===== src/sv/stn_pkg.sv =====
// Shared types, codes and the sequencer program of the spanning-tree node.
`default_nettype none
package stn_pkg;

  // Network size and field widths.
  localparam int NODES  = 8;
  localparam int NODE_W = $clog2(NODES);
  localparam int CNT_W  = 4;
  localparam int KIND_W = 2;
  localparam int UPC_W  = 4;
  localparam int CFG_W  = 8;
  localparam int CIDX_W = 2;

  localparam logic [NODES-1:0] NODE_ONE = {{(NODES-1){1'b0}}, 1'b1};

  // Message kinds and request types.
  localparam logic [KIND_W-1:0] KIND_PROBE  = 2'd0;
  localparam logic [KIND_W-1:0] KIND_ACK    = 2'd1;
  localparam logic [KIND_W-1:0] KIND_REJECT = 2'd2;
  localparam logic REQ_START = 1'b0;
  localparam logic REQ_MSG   = 1'b1;

  // Configuration register indexes.
  localparam logic [CIDX_W-1:0] CFG_NODE_ID = 2'd0;
  localparam logic [CIDX_W-1:0] CFG_ROOT    = 2'd1;
  localparam logic [CIDX_W-1:0] CFG_MASK    = 2'd2;

  // Program addresses.
  localparam logic [UPC_W-1:0] A_WAIT     = 4'd0;
  localparam logic [UPC_W-1:0] A_DISPATCH = 4'd1;
  localparam logic [UPC_W-1:0] A_START    = 4'd2;
  localparam logic [UPC_W-1:0] A_ADOPT    = 4'd3;
  localparam logic [UPC_W-1:0] A_REJECT   = 4'd4;
  localparam logic [UPC_W-1:0] A_REPLY    = 4'd5;
  localparam logic [UPC_W-1:0] A_STATUS   = 4'd6;
  localparam logic [UPC_W-1:0] A_SCAN     = 4'd7;
  localparam logic [UPC_W-1:0] A_ACK      = 4'd8;

  // Jump conditions.
  typedef enum logic [1:0] {
    C_ACCEPT   = 2'd0,
    C_ALWAYS   = 2'd1,
    C_PEND_ZERO = 2'd2,
    C_DISPATCH = 2'd3
  } cond_t;

  // Result emission modes.
  typedef enum logic [1:0] {
    E_NONE      = 2'd0,
    E_MSG       = 2'd1,
    E_STATUS    = 2'd2,
    E_PROBE_BIT = 2'd3
  } emit_t;

  // Datapath updates.
  typedef enum logic [1:0] {
    U_NONE  = 2'd0,
    U_START = 2'd1,
    U_ADOPT = 2'd2,
    U_REPLY = 2'd3
  } upd_t;

  // Source of the last flag.
  typedef enum logic {
    L_ONE  = 1'b0,
    L_PEND = 1'b1
  } last_t;

  typedef struct packed {
    cond_t             cond;
    emit_t             emit;
    upd_t              upd;
    last_t             lsel;
    logic [KIND_W-1:0] kind;
    logic [UPC_W-1:0]  tgt;
    logic [UPC_W-1:0]  nxt;
  } ctrl_t;

  typedef struct packed {
    logic              req_type;
    logic [KIND_W-1:0] msg_kind;
    logic [NODE_W-1:0] msg_sender;
  } req_t;

  typedef struct packed {
    logic              msg_valid;
    logic [KIND_W-1:0] out_kind;
    logic [NODE_W-1:0] out_receiver;
    logic              last;
    logic              tree_done;
    logic [NODE_W-1:0] parent_index;
    logic [NODES-1:0]  child_set;
  } res_t;

  // The control store: one word per step.
  function automatic ctrl_t ucode(input logic [UPC_W-1:0] addr);
    ctrl_t w;
    w = '{cond: C_ALWAYS, emit: E_NONE, upd: U_NONE, lsel: L_ONE,
          kind: KIND_PROBE, tgt: A_WAIT, nxt: A_WAIT};
    case (addr)
      A_WAIT: begin
        w.cond = C_ACCEPT;
        w.tgt  = A_DISPATCH;
      end
      A_DISPATCH: w.cond = C_DISPATCH;
      A_START: begin
        w.upd  = U_START;
        w.cond = C_PEND_ZERO;
        w.tgt  = A_STATUS;
        w.nxt  = A_SCAN;
      end
      A_ADOPT: begin
        w.upd = U_ADOPT;
        w.tgt = A_ACK;
      end
      A_REJECT: begin
        w.emit = E_MSG;
        w.kind = KIND_REJECT;
      end
      A_REPLY: begin
        w.upd = U_REPLY;
        w.tgt = A_STATUS;
      end
      A_STATUS: w.emit = E_STATUS;
      A_SCAN: begin
        w.emit = E_PROBE_BIT;
        w.lsel = L_PEND;
        w.cond = C_PEND_ZERO;
        w.nxt  = A_SCAN;
      end
      A_ACK: begin
        w.emit = E_MSG;
        w.kind = KIND_ACK;
        w.lsel = L_PEND;
        w.cond = C_PEND_ZERO;
        w.nxt  = A_SCAN;
      end
      default: w.tgt = A_WAIT;
    endcase
    return w;
  endfunction

  // Number of set bits in a node mask.
  function automatic logic [CNT_W-1:0] count_ones(input logic [NODES-1:0] m);
    logic [CNT_W-1:0] c;
    c = '0;
    for (int j = 0; j < NODES; j++) begin
      c = c + CNT_W'(m[j]);
    end
    return c;
  endfunction

endpackage
`default_nettype wire


===== src/sv/stn_req_if.sv =====
// Request channel interface of the spanning-tree node.
`default_nettype none
interface stn_req_if;
  logic          valid;
  logic          ready;
  stn_pkg::req_t payload;

  modport source(output valid, output payload, input ready);
  modport sink(input valid, input payload, output ready);
endinterface
`default_nettype wire


===== src/sv/stn_res_if.sv =====
// Result channel interface of the spanning-tree node.
`default_nettype none
interface stn_res_if;
  logic          valid;
  logic          ready;
  stn_pkg::res_t payload;

  modport source(output valid, output payload, input ready);
  modport sink(input valid, input payload, output ready);
endinterface
`default_nettype wire


===== src/sv/spanning_tree_node_probe_echo_top.sv =====
// Spanning-tree node: microcoded sequencer over a small probe/ack/reject datapath.
// An item is taken in the wait step and decoded in the dispatch step; an ignored item or a reject
// emits one result, a reply updates the state and emits a status, a first probe emits an ack, and
// a start or first probe emits its probes as the scan step walks the node indexes, one index a
// cycle unless a probe waits for the result slot. Each item is finished before the next is taken.
// Reset (synchronous, rst high) clears the configuration, step counter, node state and result flag.
`default_nettype none
module spanning_tree_node_probe_echo_top (
  input  wire logic                       clk,
  input  wire logic                       rst,
  stn_req_if.sink                         req,
  stn_res_if.source                       res,
  input  wire logic                       cfg_we,
  input  wire logic [stn_pkg::CIDX_W-1:0] cfg_index,
  input  wire logic [stn_pkg::CFG_W-1:0]  cfg_data
);

  // Configuration registers.
  logic [stn_pkg::NODE_W-1:0] node_id;
  logic [stn_pkg::NODE_W-1:0] root_node;
  logic [stn_pkg::NODES-1:0]  neighbor_mask;

  // Node state.
  logic                       has_parent;
  logic [stn_pkg::NODE_W-1:0] parent_reg;
  logic [stn_pkg::NODES-1:0]  child_bits;
  logic [stn_pkg::NODES-1:0]  nontree_bits;
  logic [stn_pkg::CNT_W-1:0]  reply_count;

  // Sequencer and working registers.
  logic [stn_pkg::UPC_W-1:0]  upc;
  logic [stn_pkg::UPC_W-1:0]  upc_next;
  stn_pkg::req_t              cur;
  logic [stn_pkg::NODES-1:0]  pending;
  logic [stn_pkg::NODES-1:0]  pending_next;
  logic [stn_pkg::NODE_W-1:0] scan_idx;
  logic                       res_valid;
  stn_pkg::res_t              res_data;

  stn_pkg::ctrl_t             ctrl;
  logic [stn_pkg::NODES-1:0]  nb;
  logic [stn_pkg::NODES-1:0]  sbit;
  logic [stn_pkg::NODES-1:0]  scan_bit;
  logic                       is_root;
  logic                       probe_ok;
  logic                       reply_ok;
  logic                       from_parent;
  logic [stn_pkg::UPC_W-1:0]  dispatch_tgt;
  logic                       emit_need;
  logic                       slot_free;
  logic                       adv;
  logic [stn_pkg::CNT_W-1:0]  need_all;
  logic [stn_pkg::CNT_W-1:0]  need;
  logic                       done_now;

  assign ctrl = stn_pkg::ucode(upc);

  // Neighbour set without the own bit, and decoded facts about the held item.
  assign nb          = neighbor_mask & ~(stn_pkg::NODE_ONE << node_id);
  assign sbit        = stn_pkg::NODE_ONE << cur.msg_sender;
  assign scan_bit    = stn_pkg::NODE_ONE << scan_idx;
  assign is_root     = (node_id == root_node);
  assign probe_ok    = (cur.req_type == stn_pkg::REQ_MSG) &&
                       (cur.msg_kind == stn_pkg::KIND_PROBE) &&
                       ((nb & sbit) != '0);
  assign from_parent = has_parent && !is_root && (cur.msg_sender == parent_reg);
  assign reply_ok    = (cur.req_type == stn_pkg::REQ_MSG) &&
                       ((cur.msg_kind == stn_pkg::KIND_ACK) ||
                        (cur.msg_kind == stn_pkg::KIND_REJECT)) &&
                       ((nb & sbit) != '0) && !from_parent &&
                       (((child_bits | nontree_bits) & sbit) == '0);

  // Multi-way jump target of the dispatch step.
  always_comb begin
    if ((cur.req_type == stn_pkg::REQ_START) && is_root && !has_parent) begin
      dispatch_tgt = stn_pkg::A_START;
    end else if (probe_ok && (is_root || has_parent)) begin
      dispatch_tgt = stn_pkg::A_REJECT;
    end else if (probe_ok) begin
      dispatch_tgt = stn_pkg::A_ADOPT;
    end else if (reply_ok) begin
      dispatch_tgt = stn_pkg::A_REPLY;
    end else begin
      dispatch_tgt = stn_pkg::A_STATUS;
    end
  end

  // Completion: the node has a parent and every expected reply is in; a non-root node does not hear from its parent.
  assign need_all = stn_pkg::count_ones(nb);
  assign need     = (!is_root && (need_all != '0)) ? need_all - 1'b1 : need_all;
  assign done_now = has_parent && (reply_count >= need);

  // A step that emits waits until the result slot is free.
  always_comb begin
    case (ctrl.emit)
      stn_pkg::E_NONE:      emit_need = 1'b0;
      stn_pkg::E_MSG:       emit_need = 1'b1;
      stn_pkg::E_STATUS:    emit_need = 1'b1;
      stn_pkg::E_PROBE_BIT: emit_need = pending[scan_idx];
      default:              emit_need = 1'b0;
    endcase
  end

  assign slot_free = !res_valid || res.ready;
  assign adv       = !emit_need || slot_free;

  // Outstanding probe set after this step.
  always_comb begin
    case (ctrl.upd)
      stn_pkg::U_START: pending_next = nb;
      stn_pkg::U_ADOPT: pending_next = nb & ~sbit;
      default: begin
        if (ctrl.emit == stn_pkg::E_PROBE_BIT) begin
          pending_next = pending & ~scan_bit;
        end else begin
          pending_next = pending;
        end
      end
    endcase
  end

  // Step counter sequencing.
  always_comb begin
    case (ctrl.cond)
      stn_pkg::C_ACCEPT:    upc_next = req.valid ? ctrl.tgt : ctrl.nxt;
      stn_pkg::C_ALWAYS:    upc_next = ctrl.tgt;
      stn_pkg::C_PEND_ZERO: upc_next = (pending_next == '0) ? ctrl.tgt : ctrl.nxt;
      stn_pkg::C_DISPATCH:  upc_next = dispatch_tgt;
      default:              upc_next = stn_pkg::A_WAIT;
    endcase
    if (!adv) begin
      upc_next = upc;
    end
  end

  assign req.ready   = (ctrl.cond == stn_pkg::C_ACCEPT);
  assign res.valid   = res_valid;
  assign res.payload = res_data;

  // Configuration writes.
  always_ff @(posedge clk) begin
    if (rst) begin
      node_id       <= '0;
      root_node     <= '0;
      neighbor_mask <= '0;
    end else if (cfg_we) begin
      case (cfg_index)
        stn_pkg::CFG_NODE_ID: node_id       <= cfg_data[stn_pkg::NODE_W-1:0];
        stn_pkg::CFG_ROOT:    root_node     <= cfg_data[stn_pkg::NODE_W-1:0];
        stn_pkg::CFG_MASK:    neighbor_mask <= cfg_data[stn_pkg::NODES-1:0];
        default: ;
      endcase
    end
  end

  // Sequencer and node state.
  always_ff @(posedge clk) begin
    if (rst) begin
      upc          <= stn_pkg::A_WAIT;
      has_parent   <= 1'b0;
      parent_reg   <= '0;
      child_bits   <= '0;
      nontree_bits <= '0;
      reply_count  <= '0;
    end else begin
      upc <= upc_next;
      if (adv) begin
        case (ctrl.upd)
          stn_pkg::U_START: begin
            has_parent <= 1'b1;
            parent_reg <= node_id;
          end
          stn_pkg::U_ADOPT: begin
            has_parent <= 1'b1;
            parent_reg <= cur.msg_sender;
          end
          stn_pkg::U_REPLY: begin
            if (cur.msg_kind == stn_pkg::KIND_ACK) begin
              child_bits <= child_bits | sbit;
            end else begin
              nontree_bits <= nontree_bits | sbit;
            end
            if (reply_count != '1) begin
              reply_count <= reply_count + 1'b1;
            end
          end
          default: ;
        endcase
      end
    end
  end

  // Held item and scan position.
  always_ff @(posedge clk) begin
    if (req.valid && req.ready) begin
      cur <= req.payload;
    end
    if (adv) begin
      pending <= pending_next;
      if ((ctrl.upd == stn_pkg::U_START) || (ctrl.upd == stn_pkg::U_ADOPT)) begin
        scan_idx <= '0;
      end else if (ctrl.emit == stn_pkg::E_PROBE_BIT) begin
        scan_idx <= scan_idx + 1'b1;
      end
    end
  end

  // Result slot.
  always_ff @(posedge clk) begin
    if (rst) begin
      res_valid <= 1'b0;
    end else if (adv && emit_need) begin
      res_valid <= 1'b1;
    end else if (res.ready) begin
      res_valid <= 1'b0;
    end
  end

  always_ff @(posedge clk) begin
    if (adv && emit_need) begin
      res_data.msg_valid    <= (ctrl.emit != stn_pkg::E_STATUS);
      res_data.out_kind     <= (ctrl.emit == stn_pkg::E_STATUS) ? stn_pkg::KIND_PROBE
                                                                : ctrl.kind;
      if (ctrl.emit == stn_pkg::E_STATUS) begin
        res_data.out_receiver <= '0;
      end else if (ctrl.emit == stn_pkg::E_PROBE_BIT) begin
        res_data.out_receiver <= scan_idx;
      end else begin
        res_data.out_receiver <= cur.msg_sender;
      end
      res_data.last         <= (ctrl.lsel == stn_pkg::L_ONE) || (pending_next == '0);
      res_data.tree_done    <= done_now;
      res_data.parent_index <= parent_reg;
      res_data.child_set    <= child_bits;
    end
  end

  // Checks on the sequencer and the node state.
  a_accept_dispatch: assert property (@(posedge clk) disable iff (rst)
    (req.valid && req.ready) |=> (upc == stn_pkg::A_DISPATCH))
    else $error("accepted item did not move the sequencer to dispatch");

  a_parent_kept: assert property (@(posedge clk) disable iff (rst)
    has_parent |=> has_parent)
    else $error("parent lost without reset");

  a_sets_disjoint: assert property (@(posedge clk) disable iff (rst)
    ((child_bits & nontree_bits) == '0))
    else $error("node marked both child and non-tree");

  a_count_matches: assert property (@(posedge clk) disable iff (rst)
    (reply_count == stn_pkg::CNT_W'($countones(child_bits | nontree_bits))))
    else $error("reply count differs from recorded replies");

  a_not_last_busy: assert property (@(posedge clk) disable iff (rst)
    (res_valid && !res_data.last) |-> !req.ready)
    else $error("new item taken before the previous one finished");

endmodule
`default_nettype wire


===== src/flat_wrapper.sv =====
// flat-port wrapper written by rule: the top's interface ports become plain ports
module spanning_tree_node_probe_echo_top_flat 
  (clk, rst, cfg_we, cfg_index, cfg_data, req_valid, req_payload, req_ready, res_valid, res_payload, res_ready);
  stn_req_if req_i ();
  stn_res_if res_i ();
  input  wire logic clk;
  input  wire logic rst;
  input  wire logic cfg_we;
  input  wire logic [stn_pkg::CIDX_W-1:0] cfg_index;
  input  wire logic [stn_pkg::CFG_W-1:0] cfg_data;
  input wire logic [$bits(req_i.valid)-1:0] req_valid;
  input wire logic [$bits(req_i.payload)-1:0] req_payload;
  output wire logic [$bits(req_i.ready)-1:0] req_ready;
  output wire logic [$bits(res_i.valid)-1:0] res_valid;
  output wire logic [$bits(res_i.payload)-1:0] res_payload;
  input wire logic [$bits(res_i.ready)-1:0] res_ready;
  assign req_i.valid = req_valid;
  assign req_i.payload = req_payload;
  assign req_ready = req_i.ready;
  assign res_valid = res_i.valid;
  assign res_payload = res_i.payload;
  assign res_i.ready = res_ready;
  spanning_tree_node_probe_echo_top u_core (.clk(clk), .rst(rst), .req(req_i), .res(res_i), .cfg_we(cfg_we), .cfg_index(cfg_index), .cfg_data(cfg_data));
endmodule

===== config.mk =====
export PLATFORM = sky130hd
export DESIGN_NAME = spanning_tree_node_probe_echo_top_flat
export DESIGN_NICKNAME = d
export VERILOG_FILES = /design/src/sv/stn_pkg.sv /design/src/sv/stn_req_if.sv /design/src/sv/stn_res_if.sv /design/src/sv/spanning_tree_node_probe_echo_top.sv /design/src/flat_wrapper.sv
export SDC_FILE = /design/constraint.sdc
export NUM_CORES = 1
export LEC_CHECK = 0
export ABC_AREA = 1
export BUFFER_PORTS_ARGS = -buffer_cell sky130_fd_sc_hd__buf_2
export CAP_MARGIN = 10
export CELL_PAD_IN_SITES_DETAIL_PLACEMENT = 1
export CELL_PAD_IN_SITES_GLOBAL_PLACEMENT = 1
export CORE_MARGIN = 2
export CORE_UTILIZATION = 40
export DETAILED_ROUTE_END_ITERATION = 8
export GPL_ROUTABILITY_DRIVEN = 0
export HOLD_SLACK_MARGIN = 0.15
export PLACE_DENSITY = 0.78
export SLEW_MARGIN = 20
export SYNTH_ARGS = -nofsm -noshare
export SYNTH_HDL_FRONTEND = slang
export SYNTH_SLANG_ARGS = --single-unit

===== constraint.sdc =====
create_clock -name clk -period 4.5 [get_ports clk]
set_input_delay 0.675 -clock clk [delete_from_list [all_inputs] [get_ports clk]]
set_output_delay 0.675 -clock clk [all_outputs]
set_load 0.01 [all_outputs]

# ---- After elaboration in Yosys (flattened, before gate mapping)
# Cells that the tools add are included.
dict set report totals {
  ff_bits 79
  inputBits 21
  out_inout_bits 21
  wordCells 154
}
dict set report classes {
  addsub 10
  n_lt_le_gt_ge 2
  eq_ne 25
  shift 3
  n_mux 25
  n_bitwise 14
  n_reduce_logical 53
}
# cell count
set op_table {}
lappend op_table {{8-bit AND} 5}
lappend op_table {{4-bit by 1-bit adder with 4-bit output} 6}
lappend op_table {{4-bit two-way mux} 6}
lappend op_table {{8-bit NOT} 3}
lappend op_table {{8-bit OR} 3}
lappend op_table {{1-bit by 3-bit left shift with 8-bit output (first input constant)} 3}
lappend op_table {{2-bit case mux with 3 select lines} 3}
lappend op_table {{2-bit equality test (second input constant)} 8}
lappend op_table {{4-bit by 3-bit equality test with 1-bit output (second input constant)} 4}
lappend op_table {{8-bit logical NOT} 2}
lappend op_table {{4-bit case mux with 4 select lines} 1}
lappend op_table {{8-bit case mux with 2 select lines} 1}
lappend op_table {{1-bit logical AND} 15}
lappend op_table {{4-bit case mux with 3 select lines} 1}
lappend op_table {{2-bit AND reduction} 6}
lappend op_table {{2-bit by 1-bit equality test with 1-bit output (second input constant)} 5}
lappend op_table {{2-bit OR reduction} 5}
lappend op_table {{3-bit two-way mux} 3}
lappend op_table {{3-bit AND reduction} 3}
lappend op_table {{4-bit by 2-bit equality test with 1-bit output (second input constant)} 2}
lappend op_table {{2-bit logical NOT} 4}
lappend op_table {{8-bit two-way mux} 1}
lappend op_table {{8-bit nonzero test} 1}
lappend op_table {{3-bit equality test} 2}
lappend op_table {{other kinds (23)} 39}

# ---- Longest topological paths before layout
dict set report depth {
  depth_word 15
  depth_mapped 26
  ltp_nobuf 25
}

# ---- Worst setup path before layout
# Ideal clock, no wire load.
dict set report synth_path {
  path_type {reg2reg}
  startpoint {register u_core.node_id[0] (netlist name)}
  endpoint {register u_core.res_data, in the netlist u_core.res.payload[11], data pin}
  setup_time_ps 255
  arrival_ps 4239
  required_time_ps 4245
  setup_slack_ps 6
  path_stages_with_launch 25
  path_buffers 1
  period_less_slack_ps 4494
  path_cell_list {dfxtp_1 buf_6 nor2_2 nand2_1 nand2_1 inv_1 ha_1 fa_1 inv_1 fa_1 inv_1 fa_1 inv_1 fa_1 ha_1 nand3_1 nand2_1 xor2_1 ha_1 inv_1 a21boi_0 o21a_1 o21a_1 o21ai_0 inv_1}
}
dict set report synth_between {
  elab_chain_cells 15
  elab_cells_between_ends 18
  classes_between {add/sub (8); order compare (1); eq/ne (1); shift (1); mux (1); bitwise (2); reduce/logical (4)}
}
# element line
set synth_lines {}
lappend synth_lines {{from (decl)} spanning_tree_node_probe_echo_top.sv:19} ;# logic [stn_pkg::NODE_W-1:0] node_id;
lappend synth_lines {{from (signal assigned)} spanning_tree_node_probe_echo_top.sv:148} ;# stn_pkg::CFG_NODE_ID: node_id <= cfg_data[stn_pkg::NODE_W-1:0];
lappend synth_lines {{parallel branches: the longest is 12 deep, another holds 4-bit by 1-bit adder with 4-bit output} -}
lappend synth_lines {{4-bit two-way mux (*)} spanning_tree_node_probe_echo_top.sv:90} ;# assign need = (!is_root && (need_all != '0)) ? need_all - 1'b1 : need_all;
lappend synth_lines {{4-bit >= comparator (*)} spanning_tree_node_probe_echo_top.sv:91} ;# assign done_now = has_parent && (reply_count >= need);
lappend synth_lines {{1-bit logical AND (*)} spanning_tree_node_probe_echo_top.sv:91}
lappend synth_lines {{named net u_core.done_now} spanning_tree_node_probe_echo_top.sv:54} ;# logic done_now;
lappend synth_lines {{to (decl)} spanning_tree_node_probe_echo_top.sv:38} ;# stn_pkg::res_t res_data;
# Mark *: on every way through the listed nets, which the timed path passes.
# A chain may end at the register's enable or synchronous reset.

# ---- Worst setup path after layout
dict set report layout_path {
  startpoint {register u_core.node_id[1] (netlist name)}
  endpoint {register u_core.res_data, in the netlist u_core.res.payload[11], data pin}
}
# Same word-level chain as after synthesis.

==> out/qor.csv <==
metric,value,unit
grt_pass1_wl,19.1,mm
drt-total-wl,11.5,mm
final_util,46.4,%
grt_overflow,0,
end_kind,flop,
clk_path_buf_depth,2,
synth-seq-cells,79,
synth_commonest_cells,"nand2_1 (108), inv_1 (80), nor2_1 (77), dfxtp_1 (43), nand3_1 (39)",
arrival,4.60,ns
vias_per_cell,4.99,
critPathLaunch,u_core.node_id[1]$_SDFFE_PP0P_,
syn-num-nets,603,
track_usage,20.9,%
ff2ff_setup_slack,0.04,ns
finalCritPeriodShare,99.1,%
largest_reg_flops,19,
hold_buffers,0,
yosysWarningCount,0,
rr_worst_depth,23,
hold_path_class,reg2reg,
postRouteAntennaNets,0,
synth-edff-count,36,
crit_type,reg2reg,
p_per_area,448,nW/um^2
critPathCapture,u_core.res.payload[11]$_DFFE_PP_,
chipWidth,109,um
clock.fmax,224,MHz
crit_family,adder cells,
report.power.total,2.24,mW
die_y,109,um
skew,0.00555,ns
tightest_slew,1.02,ns
synth_area,4410,um^2
finalSetupViolations,0,
grt_start_max_net_pins,36,
synth_top_area_share,24.5,%
slowest_stage,fa_1,
synth.largest_area_cell,edfxtp_1,
crit_buf_inv,7,
dp_hpwl,8.87,mm
cts_buffers,9,
synth_seq_area_share,44.0,%
async_flop_share,0,%
cp_num_cells,23,
port_buffers,41,
rr_startpoint,u_core.node_id[1]$_SDFFE_PP0P_,
drc,0,
antenna_found_initial,0,
first_pass_iters,4,
rows,38,
max-slew-margin-rel,32.2,%
drive_above_1_share,19.0,%
synth_area_leaders,"edfxtp_1 (24%), dfxtp_1 (20%), nand2_1 (9.2%), inv_1 (6.8%), nor2_1 (6.5%)",
grt_pass1_vias,3954,
cts.sinks,79,
rsz0062_at_grt,true,
cp_data_required_time,4.64,ns
ir_drop,186,uV
clkSlewWorstSetupHoldPaths,0.09,ns
drv_cap,0,
h-tree-depth,3,
cts_tree,done,
synth_cells,555,
slowest_delay,0.49,ns
ioPinCount,42,
startpoint_type,flop,
drt_iter0_drc,133,
synth_flop_cell,dfxtp_1,
crit_path_frequent_cell,inv_1,
dpl_cell_area,4750,um^2
finalSetupTns,0,ns
antenna_cells,0,
routedWlPerCell,15.4,um
path_max_fanout,3,
core-area,10800,um^2
fin_ws,0.0427,ns
avgSynthCellArea,7.95,um^2
power.leakage,2.32,nW
syn_to_final_growth,13.5,%
drv_slew,0,
ys_types,34,
hold_violations,0,
timing.final.crit_period,4.46,ns
final_design_area_no_fill,5010,um^2
num-nets-final,652,
yosysMostFrequentCell,nand2_1,
cp_cell_sequence,inv_2 -> nand3_2 -> nand2_2 -> inv_2 -> ha_4 -> fa_1 -> inv_1 -> fa_1 -> inv_1 -> fa_2 -> inv_2 -> fa_1 -> ha_2 -> nand3_2 -> nand2_4 -> xor2_2 -> ha_1 -> inv_1 -> a21boi_0 -> o21a_1 -> o21a_1 -> o21ai_1 -> inv_1,
start_util,40.9,%
num_vias,3736,
root_buffer,clkbuf_8,
clock_latency,0.37,ns
r2r_end,u_core.res.payload[11]$_DFFE_PP_,
status,completed,
n_fill_cell,1338,
pre_cts_ws,-0.191,ns
die-area,11900,um^2
[final cells by class]
| cell class | instances | area, um^2 | share of cell area [%] |
|---|---|---|---|
| clock buffers | 9 | 124 | 2.47 |
| clock inverters | 7 | 53.8 | 1.07 |
| inverters | 89 | 342 | 6.82 |
| multi-input cells | 371 | 2060 | 41.2 |
| flip-flops and latches | 79 | 1950 | 38.9 |
| well taps | 140 | 175 | 3.50 |
| repair buffers | 54 | 303 | 6.05 |
[logic make-up after synthesis]
family | synth area share [%]
AOI/OAI and AO/OA | 9.02
xor gates and xnor gates | 1.39
adders and majority gates | 8.34
buffers and inverters | 10.7
DFF | 44.0
and+or+nand+nor | 26.5
[where the power goes]
| part | total, mW | internal (mW) | switching, mW |
|---|---|---|---|
| registers | 0.962 | 0.862 | 0.100 |
| clock network | 0.502 | 0.206 | 0.295 |
| logic | 0.779 | 0.257 | 0.522 |
[layout by cell type, fill, tap and decap left out, types with 10 or more instances in the layout]
master | Yosys | routed
a21oi_1 | 23 | 23
buf_2 | 1 | 41
buf_4 | 2 | 13
dfxtp_1 | 43 | 41
edfxtp_1 | 36 | 36
ha_1 | 23 | 21
inv_1 | 80 | 75
inv_2 | 7 | 12
nand2_1 | 108 | 103
nand3_1 | 39 | 36
nand3_2 | 7 | 10
nor2_1 | 77 | 76
nor3_1 | 19 | 19
o21a_1 | 12 | 12
o21ai_0 | 33 | 32
[what timing repair did]
item / 4_1_cts / 5_1_grt
setup buffers: 1 / 1
endpoints found under the setup margin: 1 / 1
resized for setup: 11 / 12
pin swaps: 4 / 3
[layer usage]
layer / share of wire [%] / GRT usage, % / vias to the layer above
met4: 2.3 / 8.06 / 0
met1: 45 / 25.7 / 1771
met3: 3.5 / 3.95 / 18
met5: 0 / 0 / -
li1: - / - / 1877
met2: 49 / 36.1 / 70
[worst min path at each step]
| stage | start | to | cells after the start |
|---|---|---|---|
| 5_1_grt | req_payload[2] | u_core.cur[2]$_DFFE_PP_ | 1 |
| 3_3_place_gp | u_core.child_bits[3]$_SDFFE_PP0P_ | u_core.res.payload[3]$_DFFE_PP_ | 0 |
| 6_report | u_core.child_bits[4]$_SDFFE_PP0P_ | u_core.res.payload[4]$_DFFE_PP_ | 0 |
| 2_1_floorplan | u_core.child_bits[3]$_SDFFE_PP0P_ | u_core.res.payload[3]$_DFFE_PP_ | 0 |
| 3_5_place_dp | u_core.child_bits[4]$_SDFFE_PP0P_ | u_core.res.payload[4]$_DFFE_PP_ | 0 |
| 4_1_cts | u_core.child_bits[4]$_SDFFE_PP0P_ | u_core.res.payload[4]$_DFFE_PP_ | 0 |
[metrics by stage]
step           hold slack (ns)  cells
5_1_grt                  0.458    749
3_3_place_gp             0.413    731
6_report                 0.439    749
3_5_place_dp             0.420    731
2_1_floorplan            0.408    555
4_1_cts                  0.442    748
[worst reg2reg max path, stage by stage, from the launching register on]
cell,delay [ns]
dfxtp_4,0.37
inv_2,0.07
nand3_2,0.10
nand2_2,0.08
inv_2,0.05
ha_4,0.23
fa_1,0.49
inv_1,0.05
fa_1,0.47
inv_1,0.05
fa_2,0.34
inv_2,0.06
fa_1,0.43
ha_2,0.20
nand3_2,0.09
nand2_4,0.08
xor2_2,0.16
ha_1,0.27
inv_1,0.05
a21boi_0,0.07
o21a_1,0.18
o21a_1,0.17
o21ai_1,0.11
inv_1,0.05
Note: power is estimated with default switching activity, not from simulation.
